--- src/rtl/core/pc_pkg.sv ---
// Package with the shared types and constants of the Pearson correlation block.
package pc_pkg;

    localparam int SAMPLE_BITS = 16;
    localparam int RESULT_BITS = 16;
    localparam int MAX_PAIRS_DEFAULT = 65536;

    typedef struct packed {
        logic signed [SAMPLE_BITS-1:0] x_sample;
        logic signed [SAMPLE_BITS-1:0] y_sample;
        logic                          last_pair;
    } pc_in_t;

    typedef struct packed {
        logic signed [RESULT_BITS-1:0] correlation;
        logic                          status;
    } pc_out_t;

endpackage

--- src/rtl/core/pc_accum.sv ---
// Running count and sums of one run of sample pairs.
module pc_accum
    import pc_pkg::*;
#(
    parameter int MAX_PAIRS = MAX_PAIRS_DEFAULT,
    parameter int CW = $clog2(MAX_PAIRS + 1),
    parameter int SW = SAMPLE_BITS + CW,
    parameter int QW = 2 * SAMPLE_BITS - 1 + CW,
    parameter int PW = 2 * SAMPLE_BITS + CW
)
(
    input  logic                       clk,
    input  logic                       rst_n,
    input  logic                       add_en,
    input  logic                       clear,
    input  logic signed [SAMPLE_BITS-1:0] x,
    input  logic signed [SAMPLE_BITS-1:0] y,
    output logic [CW-1:0]              count,
    output logic signed [SW-1:0]       sum_x,
    output logic signed [SW-1:0]       sum_y,
    output logic [QW-1:0]              sum_xx,
    output logic [QW-1:0]              sum_yy,
    output logic signed [PW-1:0]       sum_xy
);

    logic [CW-1:0]              count_reg;
    logic signed [SW-1:0]       sum_x_reg, sum_y_reg;
    logic [QW-1:0]              sum_xx_reg, sum_yy_reg;
    logic signed [PW-1:0]       sum_xy_reg;
    logic signed [2*SAMPLE_BITS-1:0] xx, yy, xy;
    logic                       room;

    assign xx = x * x;
    assign yy = y * y;
    assign xy = x * y;
    assign room = (count_reg < CW'(MAX_PAIRS));

    always_ff @(posedge clk or negedge rst_n)
    begin
        if (!rst_n)
        begin
            count_reg  <= '0;
            sum_x_reg  <= '0;
            sum_y_reg  <= '0;
            sum_xx_reg <= '0;
            sum_yy_reg <= '0;
            sum_xy_reg <= '0;
        end
        else if (clear)
        begin
            count_reg  <= '0;
            sum_x_reg  <= '0;
            sum_y_reg  <= '0;
            sum_xx_reg <= '0;
            sum_yy_reg <= '0;
            sum_xy_reg <= '0;
        end
        else if (add_en && room)
        begin
            count_reg  <= count_reg + 1'b1;
            sum_x_reg  <= sum_x_reg + SW'(x);
            sum_y_reg  <= sum_y_reg + SW'(y);
            sum_xx_reg <= sum_xx_reg + QW'($unsigned(xx));
            sum_yy_reg <= sum_yy_reg + QW'($unsigned(yy));
            sum_xy_reg <= sum_xy_reg + PW'(xy);
        end
    end

    assign count  = count_reg;
    assign sum_x  = sum_x_reg;
    assign sum_y  = sum_y_reg;
    assign sum_xx = sum_xx_reg;
    assign sum_yy = sum_yy_reg;
    assign sum_xy = sum_xy_reg;

endmodule

--- config.mk ---
export PLATFORM = sky130hd
export DESIGN_NAME = pc_accum
export DESIGN_NICKNAME = d
export VERILOG_FILES = /design/src/rtl/core/pc_pkg.sv /design/src/rtl/core/pc_accum.sv
export SDC_FILE = /design/constraint.sdc
export NUM_CORES = 2
export LEC_CHECK = 0
export BUFFER_PORTS_ARGS = -buffer_cell sky130_fd_sc_hd__buf_2
export CAP_MARGIN = 10
export CORE_UTILIZATION = 40
export CTS_BUF_LIST = sky130_fd_sc_hd__clkbuf_8
export CTS_CLUSTER_DIAMETER = 80
export DETAILED_ROUTE_END_ITERATION = 7
export GPL_ROUTABILITY_DRIVEN = 0
export PLACE_DENSITY = 0.67
export SYNTH_ARGS = -nofsm -noshare
export SYNTH_HDL_FRONTEND = slang
export SYNTH_SLANG_ARGS = --single-unit
--- constraint.sdc ---
create_clock -name clk -period 5.56 [get_ports clk]
set_input_delay 1.112 -clock clk [delete_from_list [all_inputs] [get_ports clk]]
set_output_delay 1.112 -clock clk [all_outputs]
set_load 0.005 [all_outputs]
-- After elaboration in Yosys (flattened, before gate mapping)
Cells that the tools add are included.
- $lt $le $gt $ge: 1
- muxes and demuxes: 12
- reductions and logical operators: 2
- add/sub/neg operators: 6
- multiply operators: 3
- operator list (cell ; count):
    two-way mux 48 bit ; 4
    two-way mux 33 bit ; 4
    two-way mux 49 bit ; 2
    adder 48 x 32 -> 48 bit ; 2
    multiplier 16 x 16 -> 32 bit ; 3
    adder 33 x 16 -> 33 bit ; 2
    adder 49 x 32 -> 49 bit ; 1
    two-way mux 17 bit ; 2
    adder 17 x 1 -> 17 bit (second input constant) ; 1
    < comparator 17 bit (second input constant) ; 1
    nonzero test 2 bit ; 1
    logical AND 1 bit ; 1
- logic and storage cells: 30
- flip-flop bits (word level): 228
- bits of input ports: 36

-- Logic depth before layout (Yosys ltp)
- word-level depth: 4
- gate-level depth with buffers: 37
- gate-level depth less buffers: 35

-- Worst setup path after synthesis
No wires, ideal clock.
- kind: input-to-reg
- start point: input port x[3]
- end point: register sum_xx_reg[36] (netlist: sum_xx[36])
- stages on the path: 32
- path slack: -2989 ps
- arrival: 8417 ps
- library setup time: 132 ps
- path through: clkbuf_1 > clkbuf_1 > nand2_1 > fa_1 > fa_1 > fa_1 > inv_1 > fa_1 > fa_1 > inv_1 > fa_1 > inv_1 > ha_1 > and3_1 > a31oi_1 > nand2_1 > a32oi_1 > nand2_1 > or3_1 > a21oi_1 > xnor2_1 > ha_1 > nand3_1 > nor2_1 > and3_1 > nor2b_1 > o211ai_1 > nor3b_1 > o41ai_2 > nand3_1 > xor2_1 > nor2_1
- cells in the longest elaborated chain, start to end: 4
- RTL lines (element ; line ; source):
    start: declaration ; pc_accum.sv:16 ; input logic signed [SAMPLE_BITS-1:0] x,
    multiplier 16 x 16 -> 32 bit ; pc_accum.sv:33 ; assign xx = x * x;
    adder 48 x 32 -> 48 bit ; pc_accum.sv:63 ; sum_xx_reg <= sum_xx_reg + QW'($unsigned(xx));
    two-way mux 48 bit ; pc_accum.sv:58 ; else if (add_en && room)
    two-way mux 48 bit ; pc_accum.sv:49 ; else if (clear)
    end signal: assignment ; pc_accum.sv:63 ;
    end: declaration ; pc_accum.sv:28 ; logic [QW-1:0] sum_xx_reg, sum_yy_reg;
Every way passes these cells. The select of a mux whose other input is x is not followed.
A chain may end at the register's enable or synchronous reset.

-- Worst setup path after layout
- start point: input port x[2]
- end point: register sum_xx_reg[41] (netlist: sum_xx[41])
Same word-level chain as after synthesis.

==> flow_metrics.py <==
metrics = {
    "cells_and_area": {
        "design_area_um2": 61000,
        "nets": 7477,
        "largest_reg_flops": 49,
        "multi_input_area_um2": 39100,
        "area.growth.synth_to_final_pct": 32.1,
        "layout-drive-gt1-share": 0.302,
        "seqCellArea_um2": 5710,
        "fillers": 9905,
    },
    "clock_network": {
        "htreeDepth": 2,
        "cts-root-buf": "clkbuf_8",
        "cts_buffers": 46,
        "cts_sinks": 228,
        "clk_path_buf_depth": 3,
        "cts.clk_slew.worst_paths_ns": 0.06,
        "clock_latency_ns": 0.74,
        "cts_tree": "yes",
    },
    "yosys": {
        "yosysWarnings": 0,
        "avgSynthCellArea_um2": 9.06,
        "synth_cells": 5094,
        "ys_seq_area_frac": 0.124,
        "synth_top_cell_by_area": "fa_1",
        "synth_top_area_frac": 0.365,
        "syn_nets": 6407,
        "syn_area_um2": 46200,
        "synth_edf_count": 0,
        "synth_cell_types": 84,
        "synthTopCellsByArea": "fa_1, dfrtp_1, ha_1, inv_1, nand2_1",
        "synthFlopType": "dfrtp_1",
        "yosys-top-cells-count": "inv_1, fa_1, nand2_1",
        "yosys_register_bits": 228,
        "yosysMostFrequentCell": "inv_1",
        "async_reset_ff_frac": 1.00,
    },
    "drt": {
        "wl_um": 138000,
        "routed_via_density": 5.11,
        "drtAntennaViolNets": 0,
        "dr.pass1.iters": 5,
        "vias": 39500,
        "wl_per_cell_um": 17.9,
        "route.detailed.drc": 0,
        "drtIter0Drc": 1847,
    },
    "critical_path": {
        "critPathKind": "in2reg",
        "critPathTopFamily": "adder cells",
        "arrival_ns": 8.20,
        "path_buf_inv": 5,
        "worstSetupStartpointType": "input pin",
        "end_kind": "flop",
        "cp_max_fo": 8,
        "required_ns": 6.12,
        "critPathSlowestCell": "fa_1",
        "slowest_delay_ns": 0.55,
        "cp_common_cell": "fa_1",
    },
    "place": {
        "numPortBuffers": 263,
        "placed_area_um2": 56200,
        "dp_hpwl_um": 110000,
    },
    "floorplanning": {
        "dieArea_um2": 117000,
        "core_area_um2": 114000,
        "rows": 124,
        "fp.dieH_um": 342,
        "die_w_um": 342,
        "io_pins": 264,
        "start_util": 0.404,
    },
    "timing": {
        "post-route-period-util": 1.37,
        "finalWorstSetupSlack_ns": -2.08,
        "finalHoldViolCount": 0,
        "rsz0062_at_grt": "true",
        "skew_ns": 0.0636,
        "finalCriticalPeriod_ns": 7.64,
        "fin_hold_ws_ns": 0.325,
        "max_freq_ghz": 0.131,
        "drv_slew": 0,
        "max_slew_margin": 0.250,
        "fin_tns_setup_ns": -158.58,
        "worst_slew_pin_slew_ns": 1.13,
        "setup_viol": 116,
    },
    "global_route": {
        "antenna_found_initial": 7,
        "grt_max_degree": 126,
        "first_global_vias": 42800,
        "grt_overflow": 0,
        "grt_pass1_wl_um": 223000,
        "grtUsageTotal": 0.240,
    },
    "flow_run": {
        "drv_cap": 0,
    },
    "run_status": {
        "outcome": "complete, but fails checks",
        "violations": "setup timing",
    },
    "worst_hold_path": {
        "hp-class": "in2async",
    },
}
-- final timing paths --
path	from	slack, ns	end	cells after the start
setup / recovery	x[2]	-2.08	sum_xx[41]	30
hold / removal	rst_n	0.32	sum_yy[40]	1
setup reg to reg	sum_xy[15]	-0.19	sum_xy[48]	22
hold reg to reg	sum_x[13]	0.52	sum_x[13]	2
max in group asynchronous	rst_n	4.03	sum_xy[18]	2
min in group clk	sum_x[13]	0.52	sum_x[13]	2
-- final cells by class --
class / count / area share
tap: 1512 / 0.0310
inverter: 1003 / 0.0624
multi-input combinational: 3685 / 0.641
sequential: 228 / 0.0936
timing repair buffer: 1200 / 0.155
antenna: 1 / 0.0000410
clock inverter: 26 / 0.00371
clock buffer: 59 / 0.0133
-- stage by stage --
step | setup WS, ns | util | instances
3_3_place_gp | -2.97 | 0.491 | 7521
6_report | -2.08 | 0.533 | 7714
3_5_place_dp | -3.04 | 0.491 | 7521
5_1_grt | -2.31 | 0.533 | 7714
2_1_floorplan | -2.52 | - | 5094
4_1_cts | -2.01 | 0.521 | 7671
-- what timing repair did --
action / CTS / global route
cloned: 4 / 0
setup buffers: 66 / 54
pin swaps: 237 / 230
hold buffers: 0 / 0
endpoints found under the setup margin: 117 / 118
resized for setup: 421 / 267
-- logic make-up after synthesis --
kind of cell,after synthesis,synth area share
AOI/OAI and AO/OA,827,0.115
xor gates and xnor gates,262,0.0497
adders and majority gates,1277,0.483
buffers and inverters,1181,0.0964
DFF,228,0.124
muxes,8,0.00184
and+or+nand+nor,1311,0.130
-- layer usage --
metal  wire, um  part of all wire  up-vias  global-route usage
met5         63           0.00046        -                   0
met4       5510             0.040       10              0.0956
met3       9140             0.066      263              0.0470
met2      68000              0.49     1072               0.409
met1      55200              0.40    19900               0.297
li1           -                 -    18200                   -
-- cells in the final DEF (no fill, tap or decap), types with 22 or more instances in the layout --
cell      count
nor2b_1      23
xnor2_1     145
ha_4         57
fa_1        811
buf_12       34
a211oi_1     30
nand2_1     575
a21oi_1     195
and3_1       24
inv_2        59
or3_1        23
buf_2       232
a21oi_2      99
o21ai_1      66
nand2b_1     40
nor2_1      202
fa_2         31
o21bai_1     28
buf_6        92
and2_4       26
inv_1       941
dfrtp_1     228
ha_1        371
nand2_2      31
a21o_1      120
nand3_1      44
and2_1      129
xor2_1       86
nor3_1       22
o21ai_2      29
o21ai_0      52
buf_4       819
clkbuf_8     59
Power is left out: the tool's default activity adds up to more than one toggle a clock period on the data nets, which glitch-free logic cannot reach.
