**src/rtl/core/pc_pkg.sv**
```systemverilog
// Package with the shared types and constants of the Pearson correlation block.
package pc_pkg;

    localparam int SAMPLE_BITS = 16;
    localparam int RESULT_BITS = 16;
    localparam int MAX_PAIRS_DEFAULT = 65536;

    typedef struct packed {
        logic signed [SAMPLE_BITS-1:0] x_sample;
        logic signed [SAMPLE_BITS-1:0] y_sample;
        logic                          last_pair;
    } pc_in_t;

    typedef struct packed {
        logic signed [RESULT_BITS-1:0] correlation;
        logic                          status;
    } pc_out_t;

endpackage

```
**src/rtl/core/pc_mul.sv**
```systemverilog
// Shared shift-and-add multiplier, one multiplier bit per cycle, modulo 2^W.
module pc_mul
    import pc_pkg::*;
#(
    parameter int W  = 166,
    parameter int BW = 66
)
(
    input  logic          clk,
    input  logic          rst_n,
    input  logic          start,
    input  logic [W-1:0]  a,
    input  logic [BW-1:0] b,
    output logic          done,
    output logic [W-1:0]  product
);

    logic          busy_reg;
    logic [W-1:0]  acc_reg, a_reg;
    logic [BW-1:0] b_reg;

    always_ff @(posedge clk or negedge rst_n)
    begin
        if (!rst_n)
        begin
            busy_reg <= 1'b0;
            acc_reg  <= '0;
            a_reg    <= '0;
            b_reg    <= '0;
        end
        else if (start)
        begin
            busy_reg <= 1'b1;
            acc_reg  <= '0;
            a_reg    <= a;
            b_reg    <= b;
        end
        else if (busy_reg)
        begin
            if (b_reg == '0)
            begin
                busy_reg <= 1'b0;
            end
            else
            begin
                acc_reg <= acc_reg + (b_reg[0] ? a_reg : '0);
                a_reg   <= a_reg << 1;
                b_reg   <= b_reg >> 1;
            end
        end
    end

    assign done    = busy_reg && (b_reg == '0);
    assign product = acc_reg;

endmodule

```
**config.mk**
```make
export PLATFORM = sky130hd
export DESIGN_NAME = pc_mul
export DESIGN_NICKNAME = d
export VERILOG_FILES = /design/src/rtl/core/pc_pkg.sv /design/src/rtl/core/pc_mul.sv
export SDC_FILE = /design/constraint.sdc
export NUM_CORES = 1
export LEC_CHECK = 0
export BUFFER_PORTS_ARGS = -buffer_cell sky130_fd_sc_hd__clkbuf_2
export CAP_MARGIN = 5
export CORE_MARGIN = 3
export CORE_UTILIZATION = 40
export DETAILED_ROUTE_END_ITERATION = 10
export GPL_ROUTABILITY_DRIVEN = 0
export PLACE_DENSITY = 0.65
export SLEW_MARGIN = 0
export SYNTH_ARGS = -nofsm -noshare
export SYNTH_HDL_FRONTEND = slang
export SYNTH_SLANG_ARGS = --single-unit
```
**constraint.sdc**
```tcl
create_clock -name clk -period 4.8 [get_ports clk]
set_clock_uncertainty 0.1 [all_clocks]
set_input_delay 0.72 -clock clk [delete_from_list [all_inputs] [get_ports clk]]
set_output_delay 0.72 -clock clk [all_outputs]
set_load 0.1 [all_outputs]
```
-- Word-level counts from Yosys, hierarchy flattened
Cells that the tools add are included.
- flip-flop bits (word level): 399
- bits in latches: 0
- memory bits (writable): 0
- memory bits (read-only): 0
- input bits: 235
- output and inout port bits: 167
- word-level logic and storage cells: 23
- memories kept: 0
- add/sub/neg operators: 1
- multipliers: 0
- divide/modulo/power cells: 0
- order comparisons: 0
- eq/ne operators: 1
- shift operators: 0
- muxes and demuxes: 13
- bitwise operators: 0
- reduce and logical (&&, ||, !) cells: 4
- operators by type and width (kind ; number):
    166-bit 2-to-1 mux ; 7
    66-bit 2-to-1 mux ; 3
    166-bit adder ; 1
    66-bit logical NOT ; 1
    1-bit 2-to-1 mux ; 3
    2-bit != test, second input constant ; 1
    2-bit AND reduction ; 1
    2-bit nonzero test ; 1
    1-bit logical AND ; 1

-- Depth between registers and ports, before layout
Gate-level depths: netlist of the first run.
- depth after elaboration: 5
- depth in mapped cells: 17
- mapped depth without buffers: 16

-- Worst setup path after synthesis of the first run
OpenSTA, ideal clock, no wires.
- path type: reg2reg
- start point: reg acc_reg[0], in the netlist product[0]
- end point: reg acc_reg[156], in the netlist product[156]
- setup time: 71 ps
- data arrival time: 4056 ps
- path slack: 573 ps
- cell stages (with the launch flop): 16
- path buffers: 0
- period minus slack after synthesis: 4227 ps
- cells stage by stage: dfrtp_1 > ha_1 > inv_1 > fa_1 > nor2b_1 > o31a_2 > o2111ai_2 > a2111oi_4 > o211ai_2 > a2111oi_4 > o211ai_2 > nand3_2 > a31oi_2 > o21a_1 > or4_1 > nand3_1
- word-level cells in the longest chain between the ends: 4
- ends and longest elaborated chain (element ; RTL line ; RTL):
    from (decl) ; pc_mul.sv:19 ; logic [W-1:0] acc_reg, a_reg;
    from (signal assigned) ; pc_mul.sv:46 ; acc_reg <= acc_reg + (b_reg[0] ? a_reg : '0);
    166-bit adder ; pc_mul.sv:46 ;
    166-bit 2-to-1 mux ; pc_mul.sv:40 ; if (b_reg == '0)
    166-bit 2-to-1 mux ; pc_mul.sv:38 ; else if (busy_reg)
    166-bit 2-to-1 mux ; pc_mul.sv:31 ; else if (start)
Every way passes these cells. The select of a mux whose other input is x is not followed.
A chain may end at the register's enable or synchronous reset.

-- Final worst setup path of the first run
- start point: reg b_reg[0]
- end point: reg acc_reg[134], in the netlist product[134]
- word-level cells in the longest chain between the ends: 5
- elaborated cells on any way between the ends: 8
- those cells by class: add/sub (1); eq/ne (1); mux (4); reduce/logical (2)
- ends and longest elaborated chain (element ; RTL line ; RTL):
    from (decl) ; pc_mul.sv:20 ; logic [BW-1:0] b_reg;
    from (signal assigned) ; pc_mul.sv:48 ; b_reg <= b_reg >> 1;
    166-bit 2-to-1 mux ; pc_mul.sv:46 ;
    166-bit adder ; pc_mul.sv:46 ;
    166-bit 2-to-1 mux ; pc_mul.sv:40 ;
    166-bit 2-to-1 mux ; pc_mul.sv:38 ;
    166-bit 2-to-1 mux ; pc_mul.sv:31 ;
Parallel ways exist; a longest one is shown, timed or not. The select of a mux whose other input is x is not followed.

==> results of run 1 <==
## power breakdown
part	internal [mW]	leakage [nW]	total [mW]	switching (mW)
Combinational	1.28	11.0	4.94	3.67
Clock	2.01	0.713	3.53	1.53
Sequential	3.78	5.06	4.23	0.458
Total	7.06	16.8	12.7	5.65
## worst paths after layout
check	slack [ns]	cells past startpoint	start	end
min in group clk	0.23	3	a[154]	a_reg[154]$_DFFE_PN0P_
worst max-delay path	0.18	15	b_reg[0]$_DFFE_PN0P_	product[134]$_DFFE_PN0P_
worst min register to register	0.42	2	product[64]$_DFFE_PN0P_	product[64]$_DFFE_PN0P_
max in group asynchronous	3.46	2	rst_n	a_reg[50]$_DFFE_PN0P_
worst min-delay path	0.12	1	rst_n	a_reg[22]$_DFFE_PN0P_
worst max register to register	0.18	15	b_reg[0]$_DFFE_PN0P_	product[134]$_DFFE_PN0P_
## critical path, cell delays in order, from the launching register on
cell and delay (ns):
dfrtp_4 0.50, buf_12 0.16, and2_1 0.16, ha_1 0.42, nand4_1 0.16, or3_1 0.40, or3_1 0.40, a211oi_2 0.30
nor4_2 0.15, o31ai_4 0.59, nand3_2 0.21, nor2_2 0.18, o21ai_1 0.14, a21o_1 0.22, a21o_1 0.17, a32o_1 0.24
## cell families after synthesis
group / count (synthesis) / share of synthesized area, %
fa+ha+maj: 166 / 6.96
simple gates: 1361 / 21.1
compound gates: 1147 / 22.7
mux: 241 / 8.06
flops: 399 / 33.3
xor+xnor: 127 / 3.71
buf+inv: 326 / 4.14
## repair_timing
action,CTS,global route
setup endpoints to repair,1,20
resized for setup,1,12
pin swaps,0,1
hold buffers,0,0
buffers inserted,0,0
## layer usage
metal	routed length, um	vias to the layer above
met5	65	-
met4	3360	10
met3	8360	197
met2	45400	1115
met1	45700	13983
li1	-	13982
## synthesized netlist by cell type (5+ instances only)
cell and instances:
mux2i_1 240, nor4_1 33, nor2_1 165, or4_1 6, or2_2 6, xor2_1 53
buf_2 11, buf_1 32, a221oi_1 10, inv_1 76, o21ai_1 16, a31oi_1 15
o211ai_1 10, o22ai_1 8, nand3_1 47, o31ai_1 14, a21o_1 90, ha_1 165
o21bai_1 57, nor3_1 50, a211oi_1 12, and4_1 8, o21ai_0 388, a221o_1 5
dfrtp_1 399, o21a_1 30, or3_1 14, and3_1 17, a21boi_0 12, clkbuf_1 205
xnor2_1 74, a21oi_1 403, a32oi_1 5, nand2b_1 18, nor2b_1 8, and2_1 170
nand2_1 686, nand4_1 117, o221ai_1 11
## layout make-up
type,count,area (um2)
timing repair buffer,480,2780
clock inverter,18,176
tap,959,1200
fill,7408,39100
multi-input combinational,3042,18800
inverter,76,285
clock buffer,63,1300
sequential,399,9990
==> reports/metrics.cfg, run 1 <==
[run_status]
outcome = finished, final reports clean

[die]
core_mm2 = 0.0736
die_w_um = 280
rows = 99
die_y_um = 280
start_util_pct = 40.7
io_pins = 402
die_area_mm2 = 0.0782

[timing]
setup_ws_ns = 0.179
period_minus_slack_ns = 4.62
finalCritPeriodShare_pct = 96.3
setup_viol = 0
max_slew.worst_pin.slew_ns = 0.970
rsz0062_at_grt = false
fin_setup_tns_ns = 0
finalHoldViolCount = 0
final_max_slew_viol_count = 0
relSlewSlack_pct = 35.3
whs_ns = 0.124
fmax_ghz = 0.216

[yosys]
netlist_area_mm2 = 0.0300
ys_async_sr_fraction_pct = 100
ys_top_cells_by_area = dfrtp_1, nand2_1, mux2i_1
synth_edf_count = 0
yosysSeqAreaShare_pct = 33.3
ys.flop_type = dfrtp_1
synth.net_count = 4168
synth_cell_type_count = 83
yosysTopAreaCellShare_pct = 33.3
yosys_warnings = 0
avgSynthCellArea_um2 = 7.95
synth_cells = 3767
ys_ff_latch = 399
yosys.area.top_type = dfrtp_1

[power_and_ir_drop]
power.leakage_nw = 16.8
p_per_area_mw_per_mm2 = 368
irDropWorstVdd_v = 0.000257
power_mw = 12.7

[min_path]
hold_class = primary input to async pin

[final_layout]
stdcell_count = 5037
final_util_pct = 46.9
final_cell_mix = nand2_1, a21oi_1, clkbuf_2, dfrtp_1, o21ai_0
drive_above_1_share_pct = 14.6
finalInstanceArea_mm2 = 0.0345
antenna_cells = 0
nets = 4448
areaGrowthSynthToFinish_pct = 15.2
layout.cells.most_common = nand2_1

[run]
maxCapViolations = 0

[detailed_routing]
viasPerCell = 5.81
route.detailed.drc = 0
wire_per_inst_um = 20.4
drtAntennaViolNets = 0
firstDrtPassIters = 6
first_iter_violations = 2628
vias = 29287
wl_um = 103000

[grt]
grt_usage_pct = 25.5
antenna_found_initial = 5
grt_util_met2_pct = 39.7
grt_pass1_vias = 28179
top_usage_layer = met2
grt_pass1_wl_um = 161000
met3_usage_pct = 5.47
grt_max_degree = 188
use_met1_pct = 35.5
overflow = 0

[worst_setup_path]
criticalPathCategory = flip-flop to flip-flop
cp-end-kind = flip-flop
cp_max_fo = 23
crit_path_start_kind = flip-flop
required_ns = 5.19
cp.arrival_ns = 5.01

[clock_network]
cts-htree-levels = 2
clk_path_buf_depth = 3
clk_pin_slew_worst_paths_ns = 0.06
clockRootBuffer = clkbuf_16
cts.sinks = 399
insertion_delay_ns = 0.59
cts_tree = yes
cts_made_buffers = 48

[placement]
dpl_cell_area_mm2 = 0.0330
port-buffer-count = 401
dpl.cell_count = 4956
post-dp-hpwl_um = 78800
place_ws_ns = -0.0296

No activity file was read; power rests on OpenSTA's default activity.
==> run 2, diff against run 1 <==
--- a/config.mk
+++ b/config.mk
@@ -10,8 +10,9 @@
 export CORE_MARGIN = 3
 export CORE_UTILIZATION = 40
 export DETAILED_ROUTE_END_ITERATION = 10
-export GPL_ROUTABILITY_DRIVEN = 0
-export PLACE_DENSITY = 0.65
+export GPL_ROUTABILITY_DRIVEN = 1
+export HOLD_SLACK_MARGIN = 0.02
+export PLACE_DENSITY_LB_ADDON = 0.05
 export SLEW_MARGIN = 0
 export SYNTH_ARGS = -nofsm -noshare
 export SYNTH_HDL_FRONTEND = slang
==> run 2 against run 1 <==
Net effect:
- sequential cell count stayed put
- register-to-register slack hardly changed
- routed wire length is 6.1% higher
- core utilization is 1.0 points higher
- critical path depth is 1 higher
==> reports/metrics.cfg, run 2 (synthesis gave the netlist of run 1 again) <==
[timing]
relSlewSlack_pct = 37.8  ; was 35.3%
period_minus_slack_ns = 4.61  ; was 4.62 ns
setup_viol = 0  ; unchanged
final_max_slew_viol_count = 0  ; unchanged
fin_setup_tns_ns = 0  ; unchanged
max_slew.worst_pin.slew_ns = 0.932  ; was 0.970 ns
finalCritPeriodShare_pct = 96.1  ; was 96.3%
finalHoldViolCount = 0  ; unchanged
setup_ws_ns = 0.186  ; was 0.179 ns
whs_ns = 0.0732  ; was 0.124 ns
rsz0062_at_grt = true  ; was false
fmax_ghz = 0.217  ; was 0.216 GHz

[grt]
antenna_found_initial = 5  ; unchanged
grt_pass1_vias = 28562  ; was 28179
grt_pass1_wl_um = 169000  ; was 161000 um
overflow = 0  ; unchanged
grt_usage_pct = 27.2  ; was 25.5%
grt_max_degree = 172  ; was 188

[detailed_routing]
wl_um = 109000  ; was 103000 um
route.detailed.drc = 0  ; unchanged
wire_per_inst_um = 21.4  ; was 20.4 um
vias = 28871  ; was 29287
first_iter_violations = 2074  ; was 2628
firstDrtPassIters = 6  ; unchanged
drtAntennaViolNets = 0  ; unchanged
viasPerCell = 5.65  ; was 5.81

[clock_network]
clk_path_buf_depth = 3  ; unchanged
cts_tree = yes  ; unchanged
cts-htree-levels = 2  ; unchanged
clockRootBuffer = clkbuf_16  ; unchanged
clk_pin_slew_worst_paths_ns = 0.06  ; about the same
cts_made_buffers = 49  ; was 48
cts.sinks = 399  ; unchanged
insertion_delay_ns = 0.62  ; was 0.59 ns
cts-hold-fix-buffers = 0  ; unchanged

[final_layout]
layout.cells.most_common = nand2_1  ; unchanged
final_cell_mix = nand2_1, a21oi_1, clkbuf_2, dfrtp_1, o21ai_0  ; unchanged
finalInstanceArea_mm2 = 0.0353  ; was 0.0345 mm2
drive_above_1_share_pct = 16.4  ; was 14.6%
nets = 4512  ; was 4448
stdcell_count = 5111  ; was 5037
areaGrowthSynthToFinish_pct = 17.8  ; was 15.2%

[power_and_ir_drop]
p_per_area_mw_per_mm2 = 374  ; was 368 mW/mm2
irDropWorstVdd_v = 0.000308  ; was 0.000257 V
power.leakage_nw = 17.2  ; was 16.8 nW

[placement]
place_ws_ns = -0.103  ; was -0.0296 ns
port-buffer-count = 401  ; unchanged
dpl.cell_count = 5014  ; was 4956
dpl_cell_area_mm2 = 0.0335  ; was 0.0330 mm2
place.gp.congestion = 0.987
post-dp-hpwl_um = 83900  ; was 78800 um

[die]
die_y_um = 280  ; unchanged
die_w_um = 280  ; unchanged
io_pins = 402  ; unchanged
start_util_pct = 40.7  ; unchanged
rows = 99  ; unchanged
core_mm2 = 0.0736  ; unchanged
die_area_mm2 = 0.0782  ; unchanged

[worst_setup_path]
r2r-end = product[106]$_DFFE_PN0P_  ; was product[134]$_DFFE_PN0P_
r2r_start = b_reg[0]$_DFFE_PN0P_  ; unchanged
cp-end-kind = flip-flop  ; unchanged
cp_max_fo = 12  ; was 23
rr_worst_depth = 16  ; was 15
rrSetupSlack_ns = 0.19  ; was 0.18 ns
crit_path_start_kind = flip-flop  ; unchanged
cp.arrival_ns = 5.03  ; was 5.01 ns
required_ns = 5.22  ; was 5.19 ns
criticalPathCategory = flip-flop to flip-flop  ; unchanged

[run]
maxCapViolations = 0  ; unchanged

[min_path]
hold_class = primary input to async pin  ; unchanged

[run_status]
outcome = finished, final reports clean  ; unchanged

-- run 2: where the power goes --
part	internal [mW]	total, mW	switching [mW]
combinational	1.36	5.10	3.74
sequential	3.78	4.22	0.439
clock	2.26	3.88	1.62
total	7.39	13.2	5.80
-- run 2: layout make-up --
cell class	count	area, um2
Multi-Input combinational cell	3042	18900
Sequential cell	399	9990
Tap cell	959	1200
Clock buffer	62	1340
Fill cell	7520	38300
Inverter	76	285
Timing Repair Buffer	543	3290
Clock inverter	25	315
Antenna cell	5	12.5
-- run 2: per-layer routing --
metal,up-vias,share of wire [%],GRT usage (%)
met5,-,0.012,0
met4,2,2.5,6.71
met3,130,6.5,5.29
met2,776,46,43.6
met1,13851,45,37.9
li1,14112,-,-
-- run 2: worst max-delay path, cell delays in order (launching register included) --
cell	delay, ns
dfrtp_4	0.56
buf_4	0.19
and2_1	0.15
ha_1	0.19
inv_1	0.07
fa_1	0.20
nor2b_1	0.07
o31a_2	0.33
o211ai_1	0.28
a211oi_2	0.14
or2_2	0.32
and3_1	0.23
o2111ai_1	0.45
a21bo_2	0.32
a31oi_2	0.43
o221ai_1	0.21
o311ai_1	0.28
-- run 2: worst max path at each step --
stage	from	end	cells after the start
detailed placement	b_reg[0]$_DFFE_PN0P_	product[165]$_DFFE_PN0P_	19
finish	b_reg[0]$_DFFE_PN0P_	product[106]$_DFFE_PN0P_	16
CTS	b_reg[0]$_DFFE_PN0P_	product[99]$_DFFE_PN0P_	17
floorplan	product[0]$_DFFE_PN0P_	product[156]$_DFFE_PN0P_	15
global route	b_reg[0]$_DFFE_PN0P_	product[147]$_DFFE_PN0P_	17
global placement	b_reg[0]$_DFFE_PN0P_	product[165]$_DFFE_PN0P_	19
-- run 2: through the flow --
stage	total power, mW	util (%)
after floorplan	7.85	-
after global placement	9.35	45.5
after detailed placement	9.34	45.5
after global routing	13.9	47.9
after CTS	13.3	47.7
final	13.2	48.0
-- run 2: what timing repair did --
action | CTS | global route
pin swaps | 1 | 4
endpoints found under the setup margin | 2 | 33
gates resized for setup | 2 | 26
setup buffers | 1 | 4
